### src/design/hevd_div_cell.sv
// One digit cell of a pipelined restoring divider (one quotient bit per cell).
// No dependencies.
module hevd_div_cell #(
    parameter int DW = 33,
    parameter int QW = 31,
    parameter int SW = 1
) (
    input  logic          clk,
    input  logic          ce,
    input  logic [QW-1:0] num_in,
    input  logic [DW-1:0] rem_in,
    input  logic [DW-1:0] den_in,
    input  logic [QW-1:0] quo_in,
    input  logic [SW-1:0] side_in,
    output logic [QW-1:0] num_out,
    output logic [DW-1:0] rem_out,
    output logic [DW-1:0] den_out,
    output logic [QW-1:0] quo_out,
    output logic [SW-1:0] side_out
);

    logic [DW:0]   rem_sh;
    logic [DW:0]   diff;
    logic          take;
    logic [QW-1:0] num_reg;
    logic [DW-1:0] rem_reg;
    logic [DW-1:0] den_reg;
    logic [QW-1:0] quo_reg;
    logic [SW-1:0] side_reg;

    assign rem_sh = {rem_in, num_in[QW-1]};
    assign take   = (rem_sh >= {1'b0, den_in});
    assign diff   = rem_sh - {1'b0, den_in};

    always_ff @(posedge clk)
    begin
        if (ce)
        begin
            num_reg  <= {num_in[QW-2:0], 1'b0};
            rem_reg  <= take ? diff[DW-1:0] : rem_sh[DW-1:0];
            den_reg  <= den_in;
            quo_reg  <= {quo_in[QW-2:0], take};
            side_reg <= side_in;
        end
    end

    assign num_out  = num_reg;
    assign rem_out  = rem_reg;
    assign den_out  = den_reg;
    assign quo_out  = quo_reg;
    assign side_out = side_reg;

endmodule

### config.mk
export PLATFORM = sky130hd
export DESIGN_NAME = hevd_div_cell
export DESIGN_NICKNAME = d
export VERILOG_FILES = /design/src/design/hevd_div_cell.sv
export SDC_FILE = /design/constraint.sdc
export NUM_CORES = 1
export LEC_CHECK = 0
export ABC_AREA = 1
export ABC_CLOCK_PERIOD_IN_PS = 4960
export BUFFER_PORTS_ARGS = -buffer_cell sky130_fd_sc_hd__buf_2
export CORE_MARGIN = 3
export CORE_UTILIZATION = 40
export DETAILED_ROUTE_END_ITERATION = 8
export PLACE_DENSITY = 0.74
export SYNTH_ARGS = -nofsm -noshare
export SYNTH_HDL_FRONTEND = slang
export SYNTH_SLANG_ARGS = --single-unit
### constraint.sdc
create_clock -name clk -period 4.96 [get_ports clk]
set_input_delay 0.992 -clock clk [delete_from_list [all_inputs] [get_ports clk]]
set_output_delay 0.992 -clock clk [all_outputs]
set_load 0.02 [all_outputs]
# --- Word level (Yosys, flattened, before mapping) ---
# Index checks and enable logic that the tools add are counted.
word_totals:
  register_bits: 128
  inputBits: 131
  out_inout_bits: 129
classes:
  n_addsub: 1
  magnitude_cmp: 1
  muxes: 1
ops:
  columns: ["cell", "n"]
  rows:
  - ["34-bit by 33-bit greater-or-equal comparator with 1-bit output", 1]
  - ["33-bit two-way mux", 1]
  - ["33-bit subtractor", 1]

# --- Logic depth before layout (Yosys ltp) ---
# Gate-level depths: netlist (run 1).
logic_depth:
  word_depth: 2
  mapped_depth: 15
  ltp_nobuf: 15

# --- Worst setup path after synthesis (run 1) ---
# No wires, ideal clock.
synth_path:
  path_type: "input port to flip-flop"
  start: "input num_in[30]"
  end: "register rem_reg[25] (netlist: rem_out[25]), data pin"
  t_arrival_ps: 2390
  path_slack_ps: 2318
  stages: 13
  n_path_buf: 1
  cell_sequence: "inv_1 ha_1 inv_1 fa_1 nand3_1 nand3_2 nand2_1 nand2_2 nand2_4 nand2_8 buf_12 nand3_2 nand2_1"
synth_via:
  elab_chain_cells: 2
  word_cells_on_any_way: 3
  classes_between: "1 x add/sub; 1 x order compare; 1 x mux"
synth_rtl:
  columns: ["item", "line", "source"]
  rows:
  - ["start, declared", "10", "input logic [QW-1:0] num_in,"]
  - ["33-bit subtractor / 34-bit by 33-bit greater-or-equal comparator with 1-bit output (equally long branches)", "33, 32", null]
  - ["33-bit two-way mux *", "40", "rem_reg <= take ? diff[DW-1:0] : rem_sh[DW-1:0];"]
  - ["end signal, assigned", "40", null]
  - ["end, declared", "26", "logic [DW-1:0] rem_reg;"]
# Every way passes the cells marked *; elsewhere a longest branch is shown, timed or not.
# A chain may end at the register's enable or synchronous reset.

# --- Worst setup path after layout (run 1) ---
layout_path:
  start: "input num_in[30]"
  end: "register rem_reg[24] (netlist: rem_out[24]), data pin"
# The elaborated chain is that of the path after synthesis.

==> metrics.cfg, run 1 <==
[setup_path]
crit_family = simple AND/OR/NAND/NOR gates
worstPathMaxFanout = 35
slowest_delay_ps = 430
path_buf_inv = 3
crit_required_ps = 5120
path_cells = buf_2 > inv_1 > ha_1 > inv_1 > fa_1 > nand3_1 > nand3_2 > nand2_1 > nand2_2 > nand2_4 > nand2_8 > nand3_2 > nand2_1
arrival_ps = 3180
start_kind = primary input
crit_type = primary input to register
worst_setup_path_end_kind = register
crit_slowest_cell = fa_1

[cts]
clk_pin_slew_worst_paths_ps = 60
htreeDepth = 4
numCtsBuffers = 17
cts_tree = done
clkSinkCount = 128
cts_root_buf = clkbuf_16
cts_hold_buf = 0
post_cts_buffers = 0
cts_buffer_depth = 2
ctsResizeCount = 0

[die]
start_util_pct = 41.2
io_pins = 260
core.rowCount = 48
die_w_um = 140
fp.dieH_um = 140
die_area_um2 = 19600
core_um2 = 17400

[routing]
drt_pass1_iterations = 7
num_vias = 6051
drt-total-wl_um = 20000
dr_wl_met3_um = 1420
top_layer = met4
drtIter0Drc = 363
wl_met1_um = 8430
wl_per_cell_um = 15.2
via_per_inst = 4.60
post-route-drc-count = 0
dr_wl_met2_um = 9770
ant_nets = 0

[logic_synthesis]
ys_seq_area_share_pct = 53.6
synth-seq-cells = 128
syn_inst = 809
synth_area_leaders = edfxtp_1 (54%), nand2_1 (15%), inv_1 (8.1%)
syn_area_um2 = 7170
ys_types = 31
synth_top_area_share_pct = 53.6
async_flop_share_pct = 0
ys_warn_count = 0
synth.avg_cell_area_um2 = 8.86
syn_nets = 974
yosysTopAreaCell = edfxtp_1
synth-edff-count = 128
synthFlopType = edfxtp_1

[global_routing]
grt_pass1_wl_um = 31600
antenna_found_initial = 0
grt_pass1_vias = 5904
grt-ovfl-total = 0
grt_max_degree = 108
grt_usage_pct = 20.5

[timing]
grt_setup_unrepaired = false
slew_headroom_pct = 36.2
period_minus_slack_ps = 3020
fmax_mhz = 332
finalSetupViolations = 0
tightest_slew_ps = 957
fin_setup_tns_ps = 0
finalMaxSlewViolations = 0
final-hold-violation-count = 0
finalCritPeriodShare_pct = 60.8
whs_ps = 747

[finish]
design_area_um2 = 9250
regArea_um2 = 3840
fin_nets = 1242
syn2layout_area_growth_pct = 29.0
n_fill_cell = 1646
final_common_cell = nand2_1
antennaDiodeCount = 0
drive_gt1_share_pct = 30.2
final_cell_mix = nand2_1 (289), buf_2 (256), inv_1 (155)
multiInputGateArea_um2 = 2650

[pwr]
p_comb_share_pct = 21.8
seq_power_share_pct = 40.9
p_per_area_nw_per_um2 = 355
p_sw_mw = 1.02
p_int_mw = 2.26
power.share.switching_pct = 31.1
clockPowerShare_pct = 37.3
peakVddDrop_v = 0.000209
cellLeakagePower_nw = 4.81

[run]
cap_violations = 0

[run_status]
status = completed

[place]
dp_hpwl_um = 15800
place_congestion = 0.896
dpl_cell_area_um2 = 8680
io_buffers = 257

[hold_path]
hold_class = primary input to register

-- final timing paths --
kind,start,to,slack [ps],cells after the start
max,num_in[30],rem_out[24]$_DFFE_PP_,1940,13
min,quo_in[12],quo_out[13]$_DFFE_PP_,750,1
-- cell usage after synthesis, types with 4 or more instances --
master      n
nand2_1   289
nor3_1      8
inv_2       5
edfxtp_1  128
nor2_2      4
nand3_1    54
nand3b_1   10
nand3_2    15
buf_2       6
inv_1     155
a21oi_1    21
xor2_1     13
and2_1      5
nor2_1     35
nand2_2     6
ha_1       33
-- kinds of logic (layout without fill, tap and decap cells) --
| kind of cell | Yosys count | in the layout | share of synthesized area, % |
|---|---|---|---|
| xor+xnor | 14 | 14 | 1.71 |
| simple gates | 438 | 438 | 27.3 |
| other cells | 1 | 1 | 0.0523 |
| buf+inv | 170 | 451 | 9.49 |
| flops | 128 | 128 | 53.6 |
| fa+ha+maj | 34 | 34 | 6.04 |
| compound gates | 24 | 24 | 1.75 |
-- layout make-up --
cell class	instances	area share [%]
sequential	128	41.5
inverter	160	6.49
multi-input combinational	511	28.6
tap	225	3.04
timing repair buffer	259	14.1
clock buffer	17	4.60
clock inverter	15	1.60
-- registers in the layout (all words and copies together) (netlist names) --
name,count
side_out,1
rem_out,33
quo_out,31
den_out,33
num_out,30
-- power by group through the flow --
| stage | clock (mW) | combinational [mW] | sequential [mW] |
|---|---|---|---|
| after CTS | 1.25 | 0.725 | 1.34 |
| after floorplan | 0 | 0.314 | 1.51 |
| after global placement | 0 | 0.713 | 1.36 |
| final | 1.22 | 0.717 | 1.34 |
| after global routing | 1.31 | 0.797 | 1.35 |
| after detailed placement | 0 | 0.722 | 1.37 |
-- through the flow --
| step | total power [mW] | worst slack, ps | cells | utilization, % |
|---|---|---|---|---|
| 2_1_floorplan | 1.82 | 2320 | 809 | - |
| 3_3_place_gp | 2.08 | 1530 | 1283 | 49.8 |
| 3_5_place_dp | 2.09 | 1520 | 1283 | 49.8 |
| 4_1_cts | 3.32 | 1960 | 1315 | 53.1 |
| 5_1_grt | 3.45 | 1740 | 1315 | 53.1 |
| 6_report | 3.28 | 1940 | 1315 | 53.1 |
-- layer usage --
metal	up-vias	GRT usage [%]
met5	-	0
met4	0	6.94
met3	26	5.02
met2	218	35.4
met1	2699	25.2
li1	3108	-
No activity file was read; power rests on OpenSTA's default activity.
==> run 2, diff against run 1 <==
==> config.mk (replaced) <==
export PLATFORM = sky130hd
export DESIGN_NAME = hevd_div_cell
export DESIGN_NICKNAME = d
export VERILOG_FILES = /design/src/design/hevd_div_cell.sv
export SDC_FILE = /design/constraint.sdc
export NUM_CORES = 1
export LEC_CHECK = 0
export ABC_AREA = 0
export ABC_CLOCK_PERIOD_IN_PS = 2900
export BUFFER_PORTS_ARGS = -buffer_cell sky130_fd_sc_hd__buf_2
export CORE_MARGIN = 3
export CORE_UTILIZATION = 40
export DETAILED_ROUTE_END_ITERATION = 8
export PLACE_DENSITY = 0.76
export SYNTH_ARGS = -nofsm -noshare
export SYNTH_HDL_FRONTEND = slang
export SYNTH_SLANG_ARGS = --single-unit
==> constraint.sdc (replaced) <==
create_clock -name clk -period 2.9 [get_ports clk]
set_input_delay 0.58 -clock clk [delete_from_list [all_inputs] [get_ports clk]]
set_output_delay 0.58 -clock clk [all_outputs]
set_load 0.02 [all_outputs]
==> run 2 against run 1 <==
Largest cell class unchanged. Via count is 14% lower. Power increased by 81%. Final area barely moved. Die area shrank 12%. Non-clock buffer count is 84 higher. Worst hold slack got worse by 410 ps. First-iteration DRC count down 42%. Global-route usage shrank 1.6 points. Flip-flop and latch count stayed put.
==> metrics.cfg, run 2 <==
[run_status]
status = completed  ; unchanged

[global_routing]
grt_usage_pct = 18.9  ; was 20.5%
grt_pass1_vias = 4852  ; was 5904
grt-ovfl-total = 0  ; unchanged
grt_pass1_wl_um = 24800  ; was 31600 um
grt_max_degree = 58  ; was 108
antenna_found_initial = 1  ; was 0

[routing]
drtIter0Drc = 209  ; was 363
via_per_inst = 4.86  ; was 4.60
drt-total-wl_um = 17400  ; was 20000 um
dr_wl_met3_um = 1600  ; was 1420 um
num_vias = 5179  ; was 6051
drt_pass1_iterations = 5  ; was 7
wl_met1_um = 6320  ; was 8430 um
wl_per_cell_um = 16.3  ; was 15.2 um
post-route-drc-count = 0  ; unchanged
ant_nets = 0  ; unchanged
top_layer = met5  ; was met4
dr_wl_met2_um = 9140  ; was 9770 um

[setup_path]
crit_type = primary input to register  ; unchanged
path_cells = buf_2 > ha_4 > inv_2 > fa_2 > a21o_1 > a221o_2 > a21oi_4 > o41a_4 > o31ai_4 > a41oi_4 > buf_12 > clkbuf_16 > nand2_4 > o31ai_4  ; was buf_2 > inv_1 > ha_1 > inv_1 > fa_1 > nand3_1 > nand3_2 > nand2_1 > nand2_2 > nand2_4 > nand2_8 > nand3_2 > nand2_1
crit_required_ps = 3060  ; was 5120 ps
start_kind = primary input  ; unchanged
slowest_delay_ps = 510  ; was 430 ps
arrival_ps = 3020  ; was 3180 ps
worstPathMaxFanout = 8  ; was 35
crit_top_cell = o31ai_4
crit_slowest_cell = o41a_4  ; was fa_1
worst_setup_path_end_kind = register  ; unchanged
crit_start = den_in[0]  ; was num_in[30]

[die]
fp.dieH_um = 131  ; was 140 um
start_util_pct = 41.0  ; was 41.2%
core_um2 = 15300  ; was 17400 um^2
core.rowCount = 45  ; was 48
io_pins = 260  ; unchanged
die_w_um = 131  ; was 140 um
die_area_um2 = 17200  ; was 19600 um^2

[timing]
grt_setup_unrepaired = true  ; was false
finalMaxSlewViolations = 0  ; unchanged
fmax_mhz = 349
finalCritPeriodShare_pct = 98.8
finalSetupViolations = 0  ; unchanged
whs_ps = 337  ; was 747 ps
slew_headroom_pct = 65.3  ; was 36.2%
final-hold-violation-count = 0  ; unchanged
period_minus_slack_ps = 2860
tightest_slew_ps = 516  ; was 957 ps
fin_setup_tns_ps = 0  ; unchanged

[finish]
drive_gt1_share_pct = 48.9  ; was 30.2%
syn2layout_area_growth_pct = 47.7  ; was 29.0%
n_fill_cell = 1245  ; was 1646
fin_util_pct = 60.6  ; was 53.1%
fin_nets = 1007  ; was 1242
final_common_cell = buf_2  ; was nand2_1
final_cell_mix = buf_2 (255), edfxtp_1 (128), buf_4 (78)  ; was nand2_1 (289), buf_2 (256), inv_1 (155)

[logic_synthesis]
synth.avg_cell_area_um2 = 12.6  ; was 8.86 um^2
synthAdderAreaFrac_pct = 6.92  ; was 6.04%
ys_types = 53  ; was 31
async_flop_share_pct = 0  ; unchanged
synthFlopType = edfxtp_1  ; unchanged
synth_top_family_by_area = compound AO/OA/AOI/OAI gates  ; was simple AND/OR/NAND/NOR gates
synthSimpleGateAreaFrac_pct = 7.82  ; was 27.3%
synth-edff-count = 128  ; unchanged
synthMuxAreaShare_pct = 0.240  ; was 0%
ys_warn_count = 0  ; unchanged
synth_compound_area_share_pct = 15.3  ; was 1.75%
syn_nets = 661  ; was 974
syn_area_um2 = 6260  ; was 7170 um^2
yosysMostFrequentCell = edfxtp_1  ; was nand2_1
synth_common_cells = edfxtp_1 (128), nand2_1 (58), inv_1 (43), a21oi_1 (34), ha_1 (33)  ; was nand2_1 (289), inv_1 (155), edfxtp_1 (128), nand3_1 (54), nor2_1 (35)
yosysTopAreaCell = edfxtp_1  ; unchanged
ys_seq_area_share_pct = 61.4  ; was 53.6%
syn_inst = 496  ; was 809
synth_area_leaders = edfxtp_1 (61%), ha_1 (6.6%), nand2_1 (3.5%)  ; was edfxtp_1 (54%), nand2_1 (15%), inv_1 (8.1%)
synthXorXnorAreaFrac_pct = 3.92  ; was 1.71%
synth-seq-cells = 128  ; unchanged
synth_top_area_share_pct = 61.4  ; was 53.6%

[cts]
numCtsBuffers = 17  ; unchanged
clkSinkCount = 128  ; unchanged
clk_pin_slew_worst_paths_ps = 60  ; about the same
cts_root_buf = clkbuf_16  ; unchanged
cts_buffer_depth = 2  ; unchanged
htreeDepth = 4  ; unchanged
cts_tree = done  ; unchanged

[hold_path]
hold_class = primary input to register  ; unchanged
min_from = num_in[1]  ; was quo_in[12]

[pwr]
cellLeakagePower_nw = 4.17  ; was 4.81 nW
fin_total_pwr_mw = 5.93  ; was 3.28 mW
peakVddDrop_v = 0.000375  ; was 0.000209 V
p_per_area_nw_per_um2 = 642  ; was 355 nW/um^2

[place]
io_buffers = 257  ; unchanged
dp_hpwl_um = 13500  ; was 15800 um
place_congestion = 0.873  ; was 0.896

[run]
cap_violations = 0  ; unchanged

[run 2: cell type report]
type,count,area (um^2),area share [%]
Multi-Input combinational cell,309,2270,24.6
Inverter,43,174,1.88
Timing Repair Buffer,343,2050,22.2
Sequential cell,128,3840,41.6
Clock inverter,14,206,2.23
Tap cell,211,264,2.86
Clock buffer,17,425,4.60
Antenna cell,1,2.50,0.0271
[run 2: power by group]
group / leakage, nW / internal, mW / switching, mW
logic: 2.62 / 0.575 / 0.789
registers: 1.25 / 2.26 / 0.0415
clock network: 0.299 / 1.45 / 0.815
total: 4.17 / 4.29 / 1.65
[run 2: worst paths after layout]
kind | slack (ps) | cells after the start | to
min | 340 | 1 | num_out[2]$_DFFE_PP_
max | 40 | 14 | rem_out[11]$_DFFE_PP_
[run 2: repair_timing]
item / CTS / global route
hold endpoints to repair: 0 / 0
buffers inserted: 0 / 4
hold buffers: 0 / 0
setup endpoints to repair: 1 / 19
gates cloned: 0 / 3
gates resized for setup: 1 / 32
pin swaps: 0 / 9
[run 2: routing by layer]
layer,vias to the layer above,GRT usage (%)
li1,2537,-
met2,198,33.7
met1,2414,20.9
met5,-,0
met3,28,6.12
met4,2,7.68
[run 2: cell families (layout without fill, tap and decap cells)]
group,Yosys count,after routing
muxes,1,1
other,1,2
adders and majority gates,34,34
buffers and inverters,59,417
and+or+nand+nor,109,109
DFF,128,128
xor gates and xnor gates,28,28
AOI/OAI and AO/OA,136,136
[run 2: stage by stage]
step,instance area [um^2],setup slack (ps),std cells
3_5_place_dp,8370,-466,1027
6_report,9240,36.2,1066
5_1_grt,9240,-20.7,1065
4_1_cts,9010,44.8,1058
3_3_place_gp,8370,-419,1027
2_1_floorplan,6290,-106,496
[run 2: critical path, delay by kind of cell]
| family | cells | cell delay (ps) |
|---|---|---|
| fa+ha+maj | 2 | 350 |
| buf+inv | 4 | 510 |
| compound gates | 7 | 1500 |
| simple gates | 1 | 70 |
