<file path="src/design/hevd_sqrt_cell.sv">
// One digit cell of a pipelined restoring square root (one root bit per cell).
// No dependencies.
module hevd_sqrt_cell #(
    parameter int RW = 64,
    parameter int SW = 1
) (
    input  logic            clk,
    input  logic            ce,
    input  logic [RW-1:0]   rad_in,
    input  logic [RW/2+1:0] rem_in,
    input  logic [RW/2-1:0] root_in,
    input  logic [SW-1:0]   side_in,
    output logic [RW-1:0]   rad_out,
    output logic [RW/2+1:0] rem_out,
    output logic [RW/2-1:0] root_out,
    output logic [SW-1:0]   side_out
);

    localparam int QW = RW / 2;

    logic [QW+1:0] rem_sh;
    logic [QW+1:0] trial;
    logic [QW+1:0] diff;
    logic          take;
    logic [RW-1:0] rad_reg;
    logic [QW+1:0] rem_reg;
    logic [QW-1:0] root_reg;
    logic [SW-1:0] side_reg;

    assign rem_sh = {rem_in[QW-1:0], rad_in[RW-1 -: 2]};
    assign trial  = {root_in, 2'b01};
    assign take   = (rem_sh >= trial);
    assign diff   = rem_sh - trial;

    always_ff @(posedge clk)
    begin
        if (ce)
        begin
            rad_reg  <= {rad_in[RW-3:0], 2'b00};
            rem_reg  <= take ? diff : rem_sh;
            root_reg <= {root_in[QW-2:0], take};
            side_reg <= side_in;
        end
    end

    assign rad_out  = rad_reg;
    assign rem_out  = rem_reg;
    assign root_out = root_reg;
    assign side_out = side_reg;

endmodule

</file>
<file path="config.mk">
export PLATFORM = sky130hd
export DESIGN_NAME = hevd_sqrt_cell
export DESIGN_NICKNAME = d
export VERILOG_FILES = /design/src/design/hevd_sqrt_cell.sv
export SDC_FILE = /design/constraint.sdc
export NUM_CORES = 1
export LEC_CHECK = 0
export ABC_CLOCK_PERIOD_IN_PS = 9700
export CORE_ASPECT_RATIO = 1.25
export CORE_MARGIN = 1.5
export CORE_UTILIZATION = 50
export CTS_BUF_LIST = sky130_fd_sc_hd__clkbuf_16
export CTS_CLUSTER_SIZE = 40
export DETAILED_ROUTE_END_ITERATION = 10
export DONT_BUFFER_PORTS = 1
export GPL_ROUTABILITY_DRIVEN = 0
export HOLD_SLACK_MARGIN = 0.1
export PLACE_DENSITY_LB_ADDON = 0.2
export SETUP_SLACK_MARGIN = 0.02
export SLEW_MARGIN = 15
export SYNTH_ARGS = -nofsm -noshare
export SYNTH_HDL_FRONTEND = slang
export SYNTH_SLANG_ARGS = --single-unit
</file>
<file path="constraint.sdc">
create_clock -name clk -period 9.7 [get_ports clk]
set_input_delay 2.91 -clock clk [delete_from_list [all_inputs] [get_ports clk]]
set_output_delay 2.91 -clock clk [all_outputs]
set_load 0.02 [all_outputs]
</file>
== Yosys cells after proc, flatten, opt, wreduce, memory -nomap -nowiden ==
Index checks and enable logic that the tools add are counted.
Cells by class
  add/sub/neg operators: 1
  magnitude comparators: 1
  mux-type cells: 1
Operator list (count)
  $ge A34 B34 Y1: 1
  $mux W34: 1
  $sub A34 B34 Y34: 1
Storage, ports and cells
  flip-flop bits (word level): 129
  word-level logic and storage cells: 7

== Depth between registers and ports, before layout ==
Gate-level depths: netlist of run 1.
  depth after elaboration: 2
  gate-level depth with buffers: 14
  mapped depth without buffers: 11

== Worst setup path after synthesis of run 1 ==
No wires, ideal clock.
  path kind: input port to flip-flop
  from: input root_in[7]
  to: register rem_reg[25] (netlist: rem_out[25]) (data pin)
  data arrival time: 5.271 ns
  path slack: 4.168 ns
  stages on the path: 13
  buffers on the path: 2
  path through: inv_1 > ha_1 > nand3_2 > nor4b_2 > o31ai_2 > a2111oi_4 > o21ai_2 > a21boi_4 > nor2_4 > inv_2 > buf_6 > buf_12 > mux2_4
Between the ends
  longest elaborated chain between the ends: 2
  elaborated cells between the ends (all ways): 3
  classes of those cells: 1 x add/sub; 1 x order compare; 1 x mux
RTL lines
  start: declaration: line 11  | input logic [RW/2-1:0] root_in,
  $ge A34 B34 Y1: line 32  | assign take = (rem_sh >= trial);
  named net take: line 24  | logic take;
  $mux W34: line 40  | rem_reg <= take ? diff : rem_sh;
  end signal: assignment: line 40
  end: declaration: line 26  | logic [QW+1:0] rem_reg;
The timed path passes the listed nets, and every way through them passes these cells.
A chain may end at the register's enable or synchronous reset.

== Worst setup path in the final report of run 1 ==
  from: input root_in[7]
  to: register rem_reg[8] (netlist: rem_out[8]) (data pin)
Between the ends
  longest elaborated chain between the ends: 2
RTL lines (line)
  $ge A34 B34 Y1: 32
  $mux W34: 40
Every way passes these cells.

==> run metrics, run 1 <==
outcome=completed; PortBufs=0; CP Launch Point=root_in[7]; # rows=45; post-CTS setup buffer count=0; post-synth top area share=about 61%; post-route ant nets=0; P_int=roughly 1.1 mW; DIE AREA=~13000 um^2; starting density of the core=about half; Vias=3926; Die X=103.7 um; largest cells by area after synthesis=edfxtp_1, ha_1, mux2_2; share of power burned in registers=between 40 and 50%; FF+latch count, synth=roughly 130; Post-CTS Resized=0; DRC=0; Antenna diodes=0; DP HPWL=10920 um; most common cell in the netlist=edfxtp_1; slowest stage cell, crit path=inv_2; mean area per synthesized cell=13.25 um^2; Fillers=approximately 1100; count of non-filler cells in the finished layout=between 600 and 700; GRT Residual Overflow=0; GR Util All Layers=a little over a fifth; number of synthesized flops with an enable pin=around 130; Worst path max stage delay=0.53 ns; Unique masters post-synth=60; combinational share of power=11.2%; clk slew on worst S/H paths=around 0.070 ns; register area share after synthesis=between 60 and 70%; Slew HR=51.56%; Area Overhead vs Synth=11.18%; WS Path Type=in2reg; I/O pin total=264; Critical Path RT=9.86 ns; Hold Path Class=in2reg; initial antenna violation count=0; critical-path cell list=inv_1 > ha_1 > nand3_2 > nor4b_2 > o31ai_2 > a2111oi_4 > o21ai_2 > a21boi_4 > nor2_4 > inv_2 > mux2_2; Post-synth top flop=edfxtp_1; synth warn=0; worst-path fanout max=29; CTS tree=done; First-pass DRT Iterations=5; asr flop ratio synth=0%; CP Capture Type=flip-flop; Buf/Inv on CP=2; cell count after placement=between 600 and 700; startpoint types=input port; Setup crit end=rem_out[8]; worst-margin pin slew=around 0.73 ns; most frequent cells after synthesis=edfxtp_1, inv_1, a21oi_1; share of cells above drive strength 1=a little over an eighth; RSZ-0062 raised after global routing=false; Arr. time, crit path=roughly 6.0 ns; Setup TNS=0 ns; routed vias/inst=5.895; final setup vio count=0; fin crit period=between 5 and 6 ns; MaxCap Viol Count=0; crit share post-route=between 60 and 70%; Worst path depth=11; H-tree depth=4; Fin. Hold Viols=0; peak supply drop=between 100 and 150 uV; Slew Viols, Final=0; number of global-route vias before repair=~3800; Synth area leader=edfxtp_1; Gate Count Post-Synth=478; largest net degree at the start of global routing=130; Nets=656; Initial DRC Count=134; hold_buf cts=0; sw frac=between 20 and 30%; switching power=between 0.4 and 0.5 mW; Clock Sinks=between 100 and 150; Clock power frac=between 30% and 40%; Num CTS Buffers=17; DRT Wirelength=approximately 15000 um; Core Box Area=12270 um^2; final instance area=roughly 7000 um^2; first-pass GRT wire length=~21000 um; Clock Path Buffers=2; area of the mapped netlist=roughly 6300 um^2; PD cells=around 220 nW/um^2; CTS Root Cell=clkbuf_16; Leak=2.704 nW; Peak Freq=approximately 170 MHz; Largest delay share family, worst path=compound AO/OA/AOI/OAI gates; Routed WL per cell=22.00 um; dpl cell area=approximately 6500 um^2; Die Y=around 130 um; worst hold margin=2.588 ns
==> through the flow <==
step           power (mW)  setup slack, ns  util [%]
2_1_floorplan      0.9177            4.168         -
3_3_place_gp       0.9549            3.401     52.74
3_5_place_dp       0.9583            3.382     52.74
4_1_cts             1.570            3.824     57.38
5_1_grt             1.613            3.725     57.38
6_report            1.556            3.853     57.38
==> power by group through the flow <==
stage               clock, mW  combinational [mW]  sequential, mW
finish                  0.609               0.174           0.774
global route            0.644               0.192           0.777
CTS                     0.621               0.174           0.775
detailed placement          0               0.172           0.786
global placement            0               0.170           0.785
floorplan                   0               0.144           0.774
==> cells in the final DEF, fill, tap and decap left out, drive strengths merged, types with 3 or more instances in the layout <==
| master | count |
|---|---|
| edfxtp | 129 |
| inv | 52 |
| a21oi | 39 |
| ha | 34 |
| o21ai | 24 |
| mux2 | 22 |
| nand2 | 21 |
| nor2 | 18 |
| a21o | 17 |
| xnor2 | 17 |
| clkbuf | 17 |
| nand3 | 15 |
| nor3 | 12 |
| xor2 | 10 |
| and3 | 8 |
| o21a | 7 |
| a31o | 4 |
| a211oi | 4 |
| a31oi | 4 |
| nor4b | 4 |
| o31ai | 4 |
| nand4 | 3 |
| a221o | 3 |
| clkinvlp | 3 |
| a21boi | 3 |
==> layer usage <==
layer	wire length [um]	share of wire, %	GRT usage [%]	vias up
li1	-	-	-	1842
met1	5357	37	22.32	1881
met2	7782	53	38.12	180
met3	1214	8.3	8.815	23
met4	297	2.0	9.232	0
met5	0	0	0	-
==> final cells by class <==
type	count	area [um^2]	area share, %
clock buffers	17	425.4	6.040
flip-flops and latches	129	3874	55.00
well taps	164	205.2	2.913
inverters	42	157.7	2.238
clock inverters	15	143.9	2.043
multi-input cells	299	2237	31.76
==> registers in the layout (all words and copies together) (netlist names) <==
signal    count
rad_out      62
rem_out      34
root_out     32
side_out      1
==> kinds of logic (layout without fill, tap and decap cells) <==
group | after synthesis | count (layout) | synth area share (%)
xor gates and xnor gates | 27 | 27 | 3.733
DFF | 129 | 129 | 61.15
buffers and inverters | 51 | 74 | 3.595
other | 1 | 2 | 0.05920
and+or+nand+nor | 90 | 90 | 7.407
AOI/OAI and AO/OA | 124 | 124 | 13.25
adders and majority gates | 34 | 34 | 6.715
muxes | 22 | 22 | 4.089
==> worst min-delay path by stage <==
stage                     slack (ns)  depth (start not counted)            to   startpoint
after global placement          3.01                          0   rad_out[31]   rad_in[29]
final                           2.59                          0  root_out[17]  root_in[16]
after detailed placement        3.01                          0   rad_out[18]   rad_in[16]
after global routing            2.57                          0  root_out[26]  root_in[25]
after floorplan                 3.01                          0   rad_out[10]    rad_in[8]
after CTS                       2.57                          0  root_out[26]  root_in[25]
(Power assumes the default switching activity.)
==> run 2: changes to the inputs <==
--- a/config.mk
+++ b/config.mk
@@ -5,7 +5,7 @@
 export SDC_FILE = /design/constraint.sdc
 export NUM_CORES = 1
 export LEC_CHECK = 0
-export ABC_CLOCK_PERIOD_IN_PS = 9700
+export ABC_CLOCK_PERIOD_IN_PS = 4900
 export CORE_ASPECT_RATIO = 1.25
 export CORE_MARGIN = 1.5
 export CORE_UTILIZATION = 50
==> constraint.sdc (replaced) <==
create_clock -name clk -period 4.9 [get_ports clk]
set_input_delay 1.47 -clock clk [delete_from_list [all_inputs] [get_ports clk]]
set_output_delay 1.47 -clock clk [all_outputs]
set_load 0.02 [all_outputs]
==> run 2 against run 1 <==
  * Die area is the same
  * First-iteration DRC count grew 46%
  * Wire length up 3.7%
  * Power rose by 99%
  * Via count increased by 1.5%
  * Design area rose by 0.39%
  * Critical path depth up 1
  * Setup slack lost 3.0 ns
  * Sequential power grew 98%
  * Critical path type unchanged
==> run metrics, run 2 (synthesis results as in run 1) <==
DRT Wirelength=15190 um (+3.7%); register area=3874 um^2 (unchanged); CP Capture Type=flip-flop; Worst path max stage delay=0.40 ns (-0.13 ns); worst-path fanout max=14 (-52%); startpoint types=input port; Die X=103.7 um (unchanged); Slew Viols, Final=0 (unchanged); PortBufs=0 (unchanged); Routed WL per cell=22.67 um (+3.1%); peak supply drop=260.9 uV (+110%); Most Crowded Layer GR=met2; worst hold margin=1.143 ns (-1.445 ns); share of cells above drive strength 1=14.23% (+0.68 points); CTS tree=done; number of global-route vias before repair=3897 (+1.4%); GR Util All Layers=22.27% (+0.90 points); met1 usage=22.54% (+0.22 points); critical-path cell list=inv_1 > ha_1 > nand3_2 > nor4b_2 > o31ai_2 > a2111oi_4 > o21ai_2 > a21boi_4 > nor2_4 > inv_2 > buf_4 > mux2_2; Setup TNS=0 ns (unchanged); Slew HR=63.40% (+12 points); WS Path Type=in2reg; I/O pin total=264 (unchanged); Antenna diodes=0 (unchanged); First-pass DRT Iterations=4 (-1); Largest register FFs=62 (unchanged); Initial DRC Count=195 (+46%); switching power=0.9115 mW (+100%); MaxCap Viol Count=0 (unchanged); GRT Residual Overflow=0 (unchanged); initial antenna violation count=0 (unchanged); met3 Usage GRT=9.473% (+0.66 points); final setup vio count=0 (unchanged); slowest stage cell, crit path=ha_1; Peak Freq=247.3 MHz; RSZ-0062 raised after global routing=false; Area Overhead vs Synth=11.61%; pre-CTS setup slack=0.4390 ns (-2.943 ns); sw frac=29.48% (+0.17 points); worst-margin pin slew=0.5491 ns (-0.1775 ns); setup ws final=0.8559 ns (-2.997 ns); # rows=45 (unchanged); largest net degree at the start of global routing=130 (unchanged); routed vias/inst=5.945 (+0.85%); Clock Sinks=129 (unchanged); Clock power frac=39.1% (about the same); Critical Path RT=5.06 ns (-4.80 ns); fin crit period=around 4.0 ns; crit share post-route=between 80% and 90%; starting density of the core=51.61% (unchanged); DP HPWL=11180 um (+2.4%); Post-CTS Resized=0 (unchanged); Fin. Hold Viols=0 (unchanged); multi-input logic area=2237 um^2 (unchanged); DIE AREA=13360 um^2 (unchanged); post-route ant nets=0 (unchanged); PD cells=437.3 nW/um^2 (+98%); global-route met2 utilization=40.39% (+2.3 points); post-CTS setup buffer count=0 (unchanged); Vias=3983 (+1.5%); Num CTS Buffers=17 (unchanged); outcome=completed; Arr. time, crit path=4.21 ns (-1.79 ns); Die Y=128.8 um (unchanged); share of power burned in registers=49.5% (-0.2 points); P_int=2.180 mW (+98%); Hold Path Class=in2reg; Fillers=1054 (-0.28%); clk slew on worst S/H paths=0.07 ns (about the same); CTS Root Cell=clkbuf_16; Nets=660 (+0.61%); Core Box Area=12270 um^2 (unchanged); Final Util=57.60% (+0.22 points); first-pass GRT wire length=22100 um (+3.0%); Leak=2.722 nW (+0.66%); most frequent cells in the layout=edfxtp_1, inv_1, a21oi_1, ha_1, o21ai_0; H-tree depth=4 (unchanged); combinational share of power=11.3% (about the same); commonest non-fill, non-tap cell in the layout=edfxtp_1; DRC=0 (unchanged); hold_buf cts=0 (unchanged); Clock Path Buffers=2 (unchanged)
## run 2: cell types whose count changed in the layout (fill, tap and decap cells not counted)
cell and delta:
buf_4 +4, inv_6 +1, inv_8 -1
## run 2: worst paths after layout
| path | from | cells past startpoint | to |
|---|---|---|---|
| worst min-delay path | root_in[25] | 0 | root_out[26] |
| worst max-delay path | root_in[7] | 12 | rem_out[4] |
## run 2: critical path, delay by kind of cell
| family | cells | cell delay (ns) |
|---|---|---|
| adders and majority gates | 1 | 0.40 |
| muxes | 1 | 0.37 |
| AOI/OAI and AO/OA | 4 | 1.06 |
| buffers and inverters | 3 | 0.34 |
| and+or+nand+nor | 3 | 0.56 |
## run 2: power by group through the flow
stage                     clock network [mW]  registers [mW]  logic, mW
final                                   1.21            1.53      0.350
after global routing                    1.28            1.54      0.386
after CTS                               1.24            1.54      0.350
after detailed placement                   0            1.56      0.346
after global placement                     0            1.55      0.341
after floorplan                            0            1.53      0.285
## run 2: routing by layer
| layer | vias up | part of all wire, % |
|---|---|---|
| met2 | 216 | 53 |
| met1 | 1889 | 35 |
| met5 | - | 0 |
| li1 | 1849 | - |
| met3 | 29 | 9.2 |
| met4 | 0 | 2.3 |
## run 2: cell type report
class | count | share of cell area, %
Timing Repair Buffer | 4 | 0.4247
Inverter | 42 | 2.230
Multi-Input combinational cell | 299 | 31.64
Clock buffer | 17 | 6.017
Tap cell | 164 | 2.902
Sequential cell | 129 | 54.79
Clock inverter | 15 | 2.000
## run 2: through the flow
stage	cells	total power, mW	cell area (um^2)
floorplan	479	1.817	6339
finish	670	3.092	7071
global route	670	3.210	7071
global placement	638	1.895	6504
detailed placement	638	1.903	6504
CTS	670	3.122	7071
==> run 3: changes to the inputs <==
--- a/config.mk
+++ b/config.mk
@@ -5,7 +5,7 @@
 export SDC_FILE = /design/constraint.sdc
 export NUM_CORES = 1
 export LEC_CHECK = 0
-export ABC_CLOCK_PERIOD_IN_PS = 4900
+export ABC_CLOCK_PERIOD_IN_PS = 3850
 export CORE_ASPECT_RATIO = 1.25
 export CORE_MARGIN = 1.5
 export CORE_UTILIZATION = 50
==> constraint.sdc (replaced) <==
create_clock -name clk -period 3.85 [get_ports clk]
set_input_delay 1.155 -clock clk [delete_from_list [all_inputs] [get_ports clk]]
set_output_delay 1.155 -clock clk [all_outputs]
set_load 0.02 [all_outputs]
==> run 3 against run 2 <==
  * Critical path depth did not move
  * Clock power rose by 27%
  * Setup slack got worse by 0.38 ns
  * Global-route usage fell by 0.41 points
==> run metrics, run 3 (synthesis results as in run 1) <==
outcome=completed; most frequent cells in the layout=edfxtp_1, inv_1, a21oi_1, ha_1, buf_4; commonest non-fill, non-tap cell in the layout=edfxtp_1; MaxCap Viol Count=0 (unchanged); Core Box Area=12270 um^2 (unchanged); # rows=45 (unchanged); DRC=0 (unchanged); Nets=683 (+3.5%); Hold Path Class=in2reg; Slew Viols, Final=0 (unchanged); clk slew on worst S/H paths=0.07 ns (about the same); largest net degree at the start of global routing=130 (unchanged); Vias=4018 (+0.88%); DIE AREA=13360 um^2 (unchanged); crit share post-route=around 90%; Die X=103.7 um (unchanged); Peak Freq=slightly below 300 MHz; Slew HR=60.79% (-2.6 points); count of non-filler cells in the finished layout=693 (+3.4%); worst-margin pin slew=0.5881 ns (+0.03907 ns); startpoint types=input port; worst-path fanout max=3 (-11); WS Path Type=in2reg; fin crit period=approximately 3.4 ns; Clock Sinks=129 (unchanged); cell count after placement=661 (+3.6%); Antenna diodes=0 (unchanged); Area Overhead vs Synth=14.77%; routed length on met1=5452 um (+2.0%); GR Util All Layers=21.86% (-0.41 points); hold_buf cts=0 (unchanged); number of global-route vias before repair=3936 (+1.0%); met2 wire length=8140 um (+0.59%); Routed WL per cell=21.68 um (-4.4%); Critical Path RT=4.02 ns (-1.04 ns); Fin. Hold Viols=0 (unchanged); post-route ant nets=0 (unchanged); first-pass GRT wire length=21860 um (-1.1%); initial antenna violation count=0 (unchanged); dpl cell area=6701 um^2 (+3.0%); starting density of the core=51.61% (unchanged); Setup TNS=0 ns (unchanged); First-pass DRT Iterations=5 (+1); Max Used Layer=met4; Post-CTS Resized=0 (unchanged); Num CTS Buffers=17 (unchanged); peak supply drop=305.1 uV (+17%); Die Y=128.8 um (unchanged); final instance area=7271 um^2 (+2.8%); DRT Wirelength=15020 um (-1.1%); RSZ-0062 raised after global routing=false; Arr. time, crit path=3.55 ns (-0.66 ns); PD cells=545.4 nW/um^2 (+25%); CTS Root Cell=clkbuf_16; pre-CTS setup slack=0.05767 ns (-0.3813 ns); CP Capture Type=flip-flop; GRT Residual Overflow=0 (unchanged); post-CTS setup buffer count=0 (unchanged); final setup vio count=0 (unchanged); Clock Path Buffers=2 (unchanged); CTS tree=done; Initial DRC Count=157 (-19%); share of cells above drive strength 1=17.96% (+3.7 points); routed vias/inst=5.798 (-2.5%); H-tree depth=4 (unchanged); Leak=2.844 nW (+4.5%); setup ws final=0.4725 ns (-0.3834 ns); worst hold margin=0.8280 ns (-0.3152 ns); Largest register FFs=62 (unchanged); PortBufs=0 (unchanged); WL met3=1248 um (-11%); I/O pin total=264 (unchanged); DP HPWL=11330 um (+1.3%)
run 3: cell count changes in the layout (fill, tap and decap cells not counted):
cell and change:
buf_12 +2, buf_4 +21, inv_6 -1, inv_8 +1
run 3: metrics by stage:
| stage | total power, mW | utilization [%] |
|---|---|---|
| detailed placement | 2.455 | 54.60 |
| global placement | 2.445 | 54.60 |
| finish | 3.965 | 59.24 |
| global route | 4.115 | 59.24 |
| floorplan | 2.312 | - |
| CTS | 4.001 | 59.24 |
run 3: power by group:
part / internal (mW) / switching [mW]
sequential: 1.72 / 0.227
combinational: 0.226 / 0.255
clock: 0.858 / 0.678
total: 2.80 / 1.16
run 3: critical path, stage by stage:
cell	delay [ns]
inv_1	0.02
ha_1	0.29
a211oi_1	0.24
a221oi_1	0.11
buf_4	0.15
a21boi_1	0.22
o311ai_1	0.14
buf_4	0.16
a31o_2	0.26
a211oi_1	0.38
xnor2_1	0.13
mux2_4	0.26
run 3: final timing paths:
| path | slack [ns] | endpoint | start | depth (start not counted) |
|---|---|---|---|---|
| setup / recovery | 0.47 | rem_out[25] | root_in[4] | 12 |
| hold / removal | 0.83 | rad_out[20] | rad_in[18] | 0 |
run 3: layout make-up:
cell class / count / area (um^2)
Fill cell: 1031 / 5004
Sequential cell: 129 / 3874
Multi-Input combinational cell: 299 / 2237
Clock buffer: 17 / 425.4
Timing Repair Buffer: 27 / 227.7
Tap cell: 164 / 205.2
Inverter: 42 / 157.7
Clock inverter: 15 / 143.9
run 3: per-layer routing:
layer  GRT usage, %  vias to the layer above
li1               -                     1888
met1          23.08                     1939
met2          39.92                      178
met3          8.409                       13
met4          7.925                        0
met5              0                        -
